## config.mk

```make
export PLATFORM = sky130hd
export DESIGN_NAME = led_matrix_scroll_refresh_unit
export DESIGN_NICKNAME = d
export VERILOG_FILES = /design/src/hw/rtl/lmsr_pkg.sv /design/src/hw/rtl/lmsr_ctrl.sv /design/src/hw/rtl/lmsr_datapath.sv /design/src/hw/rtl/led_matrix_scroll_refresh_unit.sv
export SDC_FILE = /design/constraint.sdc
export NUM_CORES = 1
export LEC_CHECK = 0
export ABC_AREA = 0
export BUFFER_PORTS_ARGS = -buffer_cell sky130_fd_sc_hd__buf_4
export CAP_MARGIN = 20
export CORE_MARGIN = 4
export CORE_UTILIZATION = 35
export DETAILED_ROUTE_END_ITERATION = 16
export SLEW_MARGIN = 0
export SYNTH_ARGS = -nofsm -noshare
export SYNTH_HDL_FRONTEND = slang
export SYNTH_SLANG_ARGS = --single-unit
```

## constraint.sdc

```tcl
create_clock -name clk -period 6.5 [get_ports clk]
set_input_delay 1.3 -clock clk [delete_from_list [all_inputs] [get_ports clk]]
set_output_delay 1.3 -clock clk [all_outputs]
set_load 0.05 [all_outputs]
```

## src/hw/rtl/lmsr_pkg.sv

```systemverilog
// ----------------------------------------------------------------------------
// lmsr_pkg
// Types and constants shared by the LED matrix scroll and refresh unit.
// ----------------------------------------------------------------------------
package lmsr_pkg;

	localparam int ROWS     = 8;
	localparam int XFER_W   = 3;
	localparam int DEVICE_W = 3;

	localparam logic [3:0] ACT_INIT      = 4'd0;
	localparam logic [3:0] ACT_INTENSITY = 4'd1;
	localparam logic [3:0] ACT_WRITE     = 4'd2;
	localparam logic [3:0] ACT_SHL       = 4'd3;
	localparam logic [3:0] ACT_SHR       = 4'd4;
	localparam logic [3:0] ACT_ROL       = 4'd5;
	localparam logic [3:0] ACT_ROR       = 4'd6;
	localparam logic [3:0] ACT_CLEAR     = 4'd7;
	localparam logic [3:0] ACT_FILL      = 4'd8;
	localparam logic [3:0] ACT_REFRESH   = 4'd9;

	localparam logic [3:0] ADDR_DECODE    = 4'd9;
	localparam logic [3:0] ADDR_INTENSITY = 4'd10;
	localparam logic [3:0] ADDR_SCAN      = 4'd11;
	localparam logic [3:0] ADDR_SHUTDOWN  = 4'd12;

	localparam logic [7:0] SCAN_ALL_ROWS = 8'd7;
	localparam logic [7:0] BYTE_FULL     = 8'hff;
	localparam logic [3:0] BRIGHT_RESET  = 4'd5;

	localparam logic [XFER_W-1:0] XFER_SHUTDOWN = 3'd0;
	localparam logic [XFER_W-1:0] XFER_DECODE   = 3'd1;
	localparam logic [XFER_W-1:0] XFER_SCAN     = 3'd2;
	localparam logic [XFER_W-1:0] XFER_WAKE     = 3'd3;
	localparam logic [XFER_W-1:0] XFER_INIT_END = 3'd4;
	localparam logic [XFER_W-1:0] XFER_ONE_END  = 3'd0;
	localparam logic [XFER_W-1:0] XFER_ROWS_END = 3'd7;

	typedef enum logic [0:0] {
		ST_IDLE,
		ST_EMIT
	} state_t;

	typedef enum logic [1:0] {
		KIND_INIT,
		KIND_INTENSITY,
		KIND_REFRESH
	} kind_t;

	typedef enum logic [2:0] {
		BUF_NONE,
		BUF_WRITE,
		BUF_SHL,
		BUF_SHR,
		BUF_ROL,
		BUF_ROR,
		BUF_CLEAR,
		BUF_FILL
	} buf_op_t;

	typedef struct packed {
		buf_op_t     op;
		logic [2:0]  matrix;
		logic [2:0]  row;
		logic [7:0]  data;
	} buf_cmd_t;

	typedef struct packed {
		logic                load;
		kind_t               kind;
		logic [XFER_W-1:0]   xfer;
		logic [DEVICE_W-1:0] device;
		logic                last;
	} emit_cmd_t;

	typedef struct packed {
		logic out_valid;
	} dp_status_t;

endpackage

```

## src/hw/rtl/lmsr_ctrl.sv

```systemverilog
// ----------------------------------------------------------------------------
// lmsr_ctrl
// Command decode and frame sequencer: walks transfers and devices.
// ----------------------------------------------------------------------------
module lmsr_ctrl import lmsr_pkg::*; #(
	parameter int MATRICES = 4
) (
	input  logic       clk,
	input  logic       arst_n,
	input  logic       s_tvalid,
	output logic       s_tready,
	input  logic [3:0] action,
	input  logic [2:0] matrix,
	input  logic [2:0] row,
	input  logic [7:0] row_data,
	input  logic       m_tready,
	input  dp_status_t status,
	output buf_cmd_t   buf_cmd,
	output emit_cmd_t  emit_cmd
);

	localparam int DEV_W = (MATRICES > 1) ? $clog2(MATRICES) : 1;
	localparam logic [DEV_W-1:0] DEV_FAR = DEV_W'(MATRICES - 1);

	state_t            state_q, state_d;
	kind_t             kind_q, kind_d;
	logic [XFER_W-1:0] xfer_q, xfer_end;
	logic [DEV_W-1:0]  dev_q;
	logic              accept, out_free, step, done;

	assign accept   = s_tvalid && s_tready;
	assign out_free = !status.out_valid || m_tready;
	assign step     = (state_q == ST_EMIT) && out_free;

	always_comb begin
		case (kind_q)
			KIND_INIT:      xfer_end = XFER_INIT_END;
			KIND_INTENSITY: xfer_end = XFER_ONE_END;
			KIND_REFRESH:   xfer_end = XFER_ROWS_END;
			default:        xfer_end = XFER_ONE_END;
		endcase
	end

	assign done = (dev_q == '0) && (xfer_q == xfer_end);

	// decode of the accepted item
	always_comb begin
		kind_d = kind_q;
		case (action)
			ACT_INIT:      kind_d = KIND_INIT;
			ACT_INTENSITY: kind_d = KIND_INTENSITY;
			ACT_REFRESH:   kind_d = KIND_REFRESH;
			default:       kind_d = kind_q;
		endcase
	end

	// next state
	always_comb begin
		state_d = state_q;
		case (state_q)
			ST_IDLE: begin
				if (accept && (action == ACT_INIT || action == ACT_INTENSITY ||
						action == ACT_REFRESH)) begin
					state_d = ST_EMIT;
				end
			end
			ST_EMIT: begin
				if (step && done) begin
					state_d = ST_IDLE;
				end
			end
			default: state_d = ST_IDLE;
		endcase
	end

	// outputs
	always_comb begin
		s_tready        = 1'b0;
		buf_cmd.op      = BUF_NONE;
		buf_cmd.matrix  = matrix;
		buf_cmd.row     = row;
		buf_cmd.data    = row_data;
		emit_cmd.load   = 1'b0;
		emit_cmd.kind   = kind_q;
		emit_cmd.xfer   = xfer_q;
		emit_cmd.device = DEVICE_W'(dev_q);
		emit_cmd.last   = done;
		case (state_q)
			ST_IDLE: begin
				s_tready = 1'b1;
				if (s_tvalid) begin
					case (action)
						ACT_WRITE: buf_cmd.op = BUF_WRITE;
						ACT_SHL:   buf_cmd.op = BUF_SHL;
						ACT_SHR:   buf_cmd.op = BUF_SHR;
						ACT_ROL:   buf_cmd.op = BUF_ROL;
						ACT_ROR:   buf_cmd.op = BUF_ROR;
						ACT_CLEAR: buf_cmd.op = BUF_CLEAR;
						ACT_FILL:  buf_cmd.op = BUF_FILL;
						default:   buf_cmd.op = BUF_NONE;
					endcase
				end
			end
			ST_EMIT: begin
				emit_cmd.load = out_free;
			end
			default: s_tready = 1'b0;
		endcase
	end

	always_ff @(posedge clk or negedge arst_n) begin
		if (!arst_n) begin
			state_q <= ST_IDLE;
			kind_q  <= KIND_INIT;
			xfer_q  <= '0;
			dev_q   <= '0;
		end else begin
			state_q <= state_d;
			if (accept) begin
				kind_q <= kind_d;
				xfer_q <= '0;
				dev_q  <= DEV_FAR;
			end else if (step) begin
				if (dev_q == '0) begin
					dev_q  <= DEV_FAR;
					xfer_q <= xfer_q + 1'b1;
				end else begin
					dev_q <= dev_q - 1'b1;
				end
			end
		end
	end

	a_load_only_emit: assert property (@(posedge clk) disable iff (!arst_n)
		emit_cmd.load |-> state_q == ST_EMIT)
		else $error("frame loaded outside emit state");

	a_last_ends: assert property (@(posedge clk) disable iff (!arst_n)
		(emit_cmd.load && emit_cmd.last) |=> state_q == ST_IDLE)
		else $error("sequencer kept running after last frame");

	a_dev_range: assert property (@(posedge clk) disable iff (!arst_n)
		state_q == ST_EMIT |-> dev_q <= DEV_FAR)
		else $error("device counter out of range");

	a_xfer_range: assert property (@(posedge clk) disable iff (!arst_n)
		state_q == ST_EMIT |-> xfer_q <= xfer_end)
		else $error("transfer counter past end");

	a_no_edit_while_emit: assert property (@(posedge clk) disable iff (!arst_n)
		buf_cmd.op != BUF_NONE |-> state_q == ST_IDLE)
		else $error("buffer edited during emission");

endmodule

```

## src/hw/rtl/lmsr_datapath.sv

```systemverilog
// ----------------------------------------------------------------------------
// lmsr_datapath
// Frame buffer rows, brightness register, frame build and output register.
// ----------------------------------------------------------------------------
module lmsr_datapath import lmsr_pkg::*; #(
	parameter int MATRICES = 4
) (
	input  logic                clk,
	input  logic                arst_n,
	input  logic                brightness_we,
	input  logic [3:0]          brightness_wdata,
	input  buf_cmd_t            buf_cmd,
	input  emit_cmd_t           emit_cmd,
	input  logic                m_tready,
	output logic                m_tvalid,
	output logic [3:0]          reg_addr,
	output logic [7:0]          reg_data,
	output logic [DEVICE_W-1:0] device,
	output logic                end_of_transfer,
	output logic                last,
	output dp_status_t          status
);

	localparam int WORD_W = 8 * MATRICES;

	// one wide word per row across the chain, matrix 0 in the low byte
	logic [WORD_W-1:0] rows_q [ROWS];
	logic [3:0]        bright_q;
	logic              valid_q;
	logic [3:0]        addr_d;
	logic [7:0]        data_d;
	logic [WORD_W-1:0] sel_word;
	logic [7:0]        sel_byte;

	always_ff @(posedge clk or negedge arst_n) begin
		if (!arst_n) begin
			bright_q <= BRIGHT_RESET;
		end else if (brightness_we) begin
			bright_q <= brightness_wdata;
		end
	end

	always_ff @(posedge clk or negedge arst_n) begin
		if (!arst_n) begin
			for (int r = 0; r < ROWS; r++) begin
				rows_q[r] <= '0;
			end
		end else begin
			case (buf_cmd.op)
				BUF_WRITE: begin
					for (int m = 0; m < MATRICES; m++) begin
						if ({1'b0, buf_cmd.matrix} == 4'(m)) begin
							rows_q[buf_cmd.row][m*8 +: 8] <= buf_cmd.data;
						end
					end
				end
				BUF_SHL: begin
					for (int r = 0; r < ROWS; r++) begin
						rows_q[r] <= {1'b0, rows_q[r][WORD_W-1:1]};
					end
				end
				BUF_ROL: begin
					for (int r = 0; r < ROWS; r++) begin
						rows_q[r] <= {rows_q[r][0], rows_q[r][WORD_W-1:1]};
					end
				end
				BUF_SHR: begin
					for (int r = 0; r < ROWS; r++) begin
						rows_q[r] <= {rows_q[r][WORD_W-2:0], 1'b0};
					end
				end
				BUF_ROR: begin
					for (int r = 0; r < ROWS; r++) begin
						rows_q[r] <= {rows_q[r][WORD_W-2:0], rows_q[r][WORD_W-1]};
					end
				end
				BUF_CLEAR: begin
					for (int r = 0; r < ROWS; r++) begin
						rows_q[r] <= '0;
					end
				end
				BUF_FILL: begin
					for (int r = 0; r < ROWS; r++) begin
						rows_q[r] <= {MATRICES{BYTE_FULL}};
					end
				end
				default: ;
			endcase
		end
	end

	assign sel_word = rows_q[emit_cmd.xfer];

	always_comb begin
		sel_byte = '0;
		for (int m = 0; m < MATRICES; m++) begin
			if ({1'b0, emit_cmd.device} == 4'(m)) begin
				sel_byte = sel_word[m*8 +: 8];
			end
		end
	end

	always_comb begin
		addr_d = ADDR_INTENSITY;
		data_d = {4'd0, bright_q};
		case (emit_cmd.kind)
			KIND_INIT: begin
				case (emit_cmd.xfer)
					XFER_SHUTDOWN: begin
						addr_d = ADDR_SHUTDOWN;
						data_d = 8'd0;
					end
					XFER_DECODE: begin
						addr_d = ADDR_DECODE;
						data_d = 8'd0;
					end
					XFER_SCAN: begin
						addr_d = ADDR_SCAN;
						data_d = SCAN_ALL_ROWS;
					end
					XFER_WAKE: begin
						addr_d = ADDR_SHUTDOWN;
						data_d = 8'd1;
					end
					default: ;
				endcase
			end
			KIND_INTENSITY: ;
			KIND_REFRESH: begin
				addr_d = {1'b0, emit_cmd.xfer} + 4'd1;
				data_d = sel_byte;
			end
			default: ;
		endcase
	end

	always_ff @(posedge clk or negedge arst_n) begin
		if (!arst_n) begin
			valid_q <= 1'b0;
		end else if (emit_cmd.load) begin
			valid_q <= 1'b1;
		end else if (m_tready) begin
			valid_q <= 1'b0;
		end
	end

	always_ff @(posedge clk) begin
		if (emit_cmd.load) begin
			reg_addr        <= addr_d;
			reg_data        <= data_d;
			device          <= emit_cmd.device;
			end_of_transfer <= (emit_cmd.device == '0);
			last            <= emit_cmd.last;
		end
	end

	assign m_tvalid         = valid_q;
	assign status.out_valid = valid_q;

endmodule

```

## src/hw/rtl/led_matrix_scroll_refresh_unit.sv

```systemverilog
// ----------------------------------------------------------------------------
// led_matrix_scroll_refresh_unit
// Frame buffer and register-frame generator for a chain of 8x8 LED matrices.
// ----------------------------------------------------------------------------
// Buffer commands (write row, shifts, rotates, clear, fill) are applied as
// they are accepted and the next item can follow in the cycle after. Init
// gives 5*MATRICES frames, set intensity MATRICES frames and refresh
// 8*MATRICES frames; the sequencer loads one frame per cycle into the output
// register while the sink is ready, and input is held off until the last
// frame of such a command has been loaded. The buffer sits in flip-flops and
// is blank straight out of reset.
module led_matrix_scroll_refresh_unit import lmsr_pkg::*; #(
	parameter int MATRICES = 4
) (
	input  logic        clk,
	input  logic        arst_n,
	input  logic        brightness_we,
	input  logic [3:0]  brightness_wdata,
	input  logic        s_tvalid,
	output logic        s_tready,
	input  logic [15:0] s_tdata,  // matrix[2:0], row[5:3], row_data[13:6], zero[15:14]
	input  logic [3:0]  s_tuser,  // action[3:0]
	output logic        m_tvalid,
	input  logic        m_tready,
	output logic [15:0] m_tdata,  // reg_addr[3:0], reg_data[11:4], device[14:12], zero[15]
	output logic        m_tuser,  // end_of_transfer[0]
	output logic        m_tlast
);

	buf_cmd_t            buf_cmd;
	emit_cmd_t           emit_cmd;
	dp_status_t          status;
	logic [3:0]          reg_addr;
	logic [7:0]          reg_data;
	logic [DEVICE_W-1:0] device;

	lmsr_ctrl #(
		.MATRICES (MATRICES)
	) u_ctrl (
		.clk      (clk),
		.arst_n   (arst_n),
		.s_tvalid (s_tvalid),
		.s_tready (s_tready),
		.action   (s_tuser),
		.matrix   (s_tdata[2:0]),
		.row      (s_tdata[5:3]),
		.row_data (s_tdata[13:6]),
		.m_tready (m_tready),
		.status   (status),
		.buf_cmd  (buf_cmd),
		.emit_cmd (emit_cmd)
	);

	lmsr_datapath #(
		.MATRICES (MATRICES)
	) u_datapath (
		.clk              (clk),
		.arst_n           (arst_n),
		.brightness_we    (brightness_we),
		.brightness_wdata (brightness_wdata),
		.buf_cmd          (buf_cmd),
		.emit_cmd         (emit_cmd),
		.m_tready         (m_tready),
		.m_tvalid         (m_tvalid),
		.reg_addr         (reg_addr),
		.reg_data         (reg_data),
		.device           (device),
		.end_of_transfer  (m_tuser),
		.last             (m_tlast),
		.status           (status)
	);

	assign m_tdata = {1'b0, device, reg_data, reg_addr};

endmodule
```

Yosys cells after proc, flatten, opt, wreduce, memory -nomap -nowiden --
Cells that the tools add are included.
Cells by class: add/subtract/negate cells 3, magnitude comparators 3, equal/unequal tests 27, multiplexer cells 49, bitwise operators 3, reduce and logical (&&, ||, !) cells 25
Operators with widths (count):
- $mux W256 | 7
- $pmux W256 S7 | 1
- $bwmux W256 | 4
- $demux W32 S3 | 4
- $bmux W32 S3 | 1
- $mux W32 | 3
- $mux W8 | 5
- $mux W24 | 1
- $pmux W3 S7 | 1
- $eq A3 B2 Y1 const B | 6
- $eq A4 B3 Y1 const B | 4
- $mux W16 | 1
- $pmux W8 S2 | 1
- $mux W3 | 5
- $eq A3 B3 Y1 const B | 4
- $pmux W4 S3 | 1
- $eq A3 B1 Y1 const B | 3
- $logic_not A3 Y1 | 3
- $pmux W3 S3 | 1
- $eq A4 B2 Y1 const B | 2
- $eq A4 B4 Y1 const B | 2
- $ge A4 B4 Y1 const B | 2
- $not A3 Y4 | 2
- $pmux W4 S2 | 1
- other kinds (24) | 45
Word-level totals: register bits 285, output and inout port bits 20

Depth between registers and ports, before layout --
depth in word-level cells 17, mapped depth 9

Cells and area by module --
From an unflattened synthesis, not the netlist that was laid out.
Unflattened totals: cell total of the unflattened synthesis 2231, area total of the unflattened synthesis 19027.0 µm²
Modules (own cells, without submodules):
- lmsr_datapath | times used 1, cells an instance 2154, area each 18392.6 µm², sequential area each 7044.3 µm²
- lmsr_ctrl | times used 1, cells an instance 75, area each 623.1 µm², sequential area each 200.2 µm²
- led_matrix_scroll_refresh_unit | times used 1, cells an instance 2, area each 11.3 µm², sequential area each 0.0 µm²

Worst setup path after synthesis --
OpenSTA, ideal clock, no wires.
path kind input to register, start input port s_tuser[1], end register (tool-made name), data arrival time 2.789 ns, data required time 6.408 ns, path slack 3.619 ns, stages 8, cells stage by stage buf_2 a21oi_1 o32ai_4 buf_4 a32oi_1 buf_2 nand2_1 o31ai_2
RTL lines:
- start, declared | line led_matrix_scroll_refresh_unit.sv:22 | input logic [3:0] s_tuser,

Final worst setup path --
start register u_ctrl.xfer_q[0], end register u_datapath.reg_data[2], data pin
On the way: longest elaborated chain between the ends 9, elaborated cells on any way between the ends 15, those cells by class 3 x eq/ne; 9 x mux; 1 x bitwise; 2 x reduce/logical
Ends and longest elaborated chain:
- start, declared | line lmsr_ctrl.sv:27 | logic [XFER_W-1:0] xfer_q, xfer_end;
- start signal, assigned | line lmsr_ctrl.sv:126 | xfer_q <= xfer_q + 1'b1;
- $not A3 Y4 (implied by the code) | line lmsr_datapath.sv:92 | assign sel_word = rows_q[emit_cmd.xfer];
- $bmux W32 S3 | line lmsr_datapath.sv:92
- $mux W32 (implied by the code) (2 in a row) | line lmsr_datapath.sv:92
- $mux W8 (4 in a row) | line lmsr_datapath.sv:97 | if ({1'b0, emit_cmd.device} == 4'(m)) begin
- $pmux W8 S2 (*) | line lmsr_datapath.sv:106 | case (emit_cmd.kind)
- via u_datapath.data_d[2] | line lmsr_datapath.sv:31 | logic [7:0] data_d;
- end signal, assigned | line lmsr_datapath.sv:150 | reg_data <= data_d;
- end, declared | line lmsr_datapath.sv:17 | output logic [7:0] reg_data,
The timed path passes the listed nets; every way through them passes the cells marked *. The select of a mux whose other input is x is not followed. A chain may end at the register's enable or synchronous reset.

==> run_results.csv <==
group,metric,value,unit
layout,layoutNonFillerInstCount,2468,
clocking,clkSlewWorstSetupHoldPaths,0.06,ns
worst_setup_path,crit_type,"reg -> reg",
worst_setup_path,r2r_slack,2.81,ns
clocking,cts_made_buffers,34,
floorplanning,core,52900,um^2
grt,grt_overflow,0,
worst_setup_path,worst_setup_path_start_kind,"register",
timing,rsz0062_at_grt,"false",
detailed_routing,via_per_inst,7.06,
worst_setup_path,crit_chain,"buf_4 -> mux4_2 -> mux2i_1 -> nor3_1 -> o41ai_1 -> nand2_1",
layout,num_antenna_cells,0,
worst_setup_path,crit_required,6.75,ns
detailed_routing,drt_iter0_drc,2457,
detailed_routing,num_vias,17400,
synth,synth_edf_count,16,
place,port_buffers,44,
timing,max_freq,271,MHz
timing,timing.final.crit_period,3.69,ns
timing,hold_viol_final,0,
floorplanning,die_h,240,um
floorplanning,dieArea,57600,um^2
layout,layout_common_cells,"298 x nand2_1, 265 x dfrtp_1, 264 x a31oi_1",
synth,ys_seq_area_share,38.3,%
clocking,cts.sinks,285,
synth,synth-main-ff-cell,"dfrtp_1",
grt,antenna_found_initial,0,
grt,grt_max_degree,192,
clocking,post_cts_buffers,0,
synth,synthArstFlopShare,94.4,%
layout,drive_above_1_share,14.7,%
timing,worstMarginPinSlew,1.27,ns
place,hpwl,38200,um
job,drv_cap,0,
layout,syn_to_final_growth,6.88,%
worst_setup_path,path_max_fanout,43,
timing,setup_slack,2.81,ns
place,place_ws,2.51,ns
worst_setup_path,cp-end-kind,"register",
worst_setup_path,slowest_stage,"dfrtp_4",
grt,grt_pass1_wl,103000,um
synth,yosysTopAreaCell,"dfrtp_1",
detailed_routing,antenna_left,0,
detailed_routing,drt-pass1-iter-count,6,
worst_setup_path,crit_arrival,3.94,ns
pwr,power-per-cell-area,364,nW/um^2
hold_path,hold_path.class,"reg -> reg",
timing,final.period_utilization,56.7,%
grt,grt_pass1_vias,16900,
synth,ys_types,58,
layout,final_common_cell,"nand2_1",
timing,slew_violations,0,
pwr,cellLeakagePower,0.00760,uW
clocking,tritoncts,"yes",
timing,fin_hold_ws,0.532,ns
detailed_routing,wl,66100,um
synth,syn_avg_cell_area,9.86,um^2
clocking,ctsResizeCount,0,
detailed_routing,route.detailed.drc,0,
timing,setup-tns-final,0,ns
floorplanning,fp.dieW,240,um
grt,grt_util_all_layers,22.3,%
synth,synth_area_leaders,"dfrtp_1 35%, a221oi_1 12%, o31ai_1 9.8%",
timing,skew,0.0107,ns
floorplanning,start_util,35.6,%
run_status,status,"completed",
clocking,cts_root_buffer,"clkbuf_16",
layout,fin_nets,1793,
place,place.gp.congestion,0.895,
layout,final_util,38.1,%
timing,setup_viol_count_final,0,
clocking,postCtsHoldBufs,0,
synth,syn_area,18800,um^2
pwr,ir_drop,195,uV
clocking,cts_buffer_depth,3,
synth,ys_warn_count,0,
synth,ys_ff_latch,285,
floorplanning,rows,84,
clocking,htreeDepth,2,
worst_setup_path,crit_buf_inv,1,
detailed_routing,wl_per_cell,26.8,um
place,dp.cells,2406,
synth,synth_top_area_share,35.5,%
synth,synthCells,1910,
clocking,clkLatencyLatePin,0.53,ns
timing,maxSlewHeadroom,15.4,%
worst_setup_path,critPathTopFamily,"flip-flops",
floorplanning,pin_count,49,
worst_setup_path,slowest_delay,0.91,ns
## synthesized netlist by cell type (all sizes together) (8+ instances only)
cell type and count:
inv 11, buf 139, nor2 14, a21oi 12, mux4 53, dfrtp 267
mux2i 15, o31ai 257, ha 10, a31oi 264, a32oi 32, mux2 12
a221oi 258, nand2b 9, o221ai 8, nand2 298, edfxtp 16, clkbuf 135
a211oi 11, o21ai 16
## stage by stage
stage               area [um^2]  power, uW
floorplan                 18800       4430
global placement          18900       5170
detailed placement        18900       5230
CTS                       20100       7270
global route              20100       7650
finish                    20100       7320
## layout make-up
class	count	area [um^2]
multi-input combinational	1340	10100
sequential	285	7220
inverter	12	45.0
timing repair buffer	81	691
clock buffer	52	1090
clock inverter	10	96.3
tap	688	861
fill	5136	32700
## final timing paths
kind,depth (start not counted),from,to
worst min register to register,2,u_datapath.m_tvalid$_DFFE_PN0P_,u_datapath.m_tvalid$_DFFE_PN0P_
max in group asynchronous,2,arst_n,u_ctrl.xfer_q[1]$_DFFE_PN0P_
worst min-delay path,2,u_datapath.m_tvalid$_DFFE_PN0P_,u_datapath.m_tvalid$_DFFE_PN0P_
min in group asynchronous,1,arst_n,async pin
worst max register to register,6,u_ctrl.xfer_q[0]$_DFFE_PN0P_,u_datapath.reg_data[2]$_DFFE_PP_
worst max-delay path,6,u_ctrl.xfer_q[0]$_DFFE_PN0P_,u_datapath.reg_data[2]$_DFFE_PP_
## routing by layer
metal  GRT usage (%)  share of wire [%]
met5            1.01               0.11
met2            33.9                 45
met1            31.7                 42
met4            6.80                2.9
met3            5.06                9.8
## worst min-delay path: cells and delay by family, from the launching register on
family | cells | cell delay [ns]
flip-flops | 1 | 0.34
AND/OR/NAND/NOR | 2 | 0.16
## cells by family after synthesis
family                     share of synthesized area (%)
and+or+nand+nor                                     8.70
muxes                                               7.85
AOI/OAI and AO/OA                                   36.1
buffers and inverters                               8.26
DFF                                                 38.3
adders and majority gates                          0.665
other                                             0.0199
xor gates and xnor gates                          0.0931
## report_power, final
part	total, uW	switching (uW)	internal [uW]	leakage [uW]
combinational	2300	1440	860	0.00320
sequential	2980	686	2300	0.00382
clock	2040	803	1240	0.000592
Power figures use the tool's default switching activity.
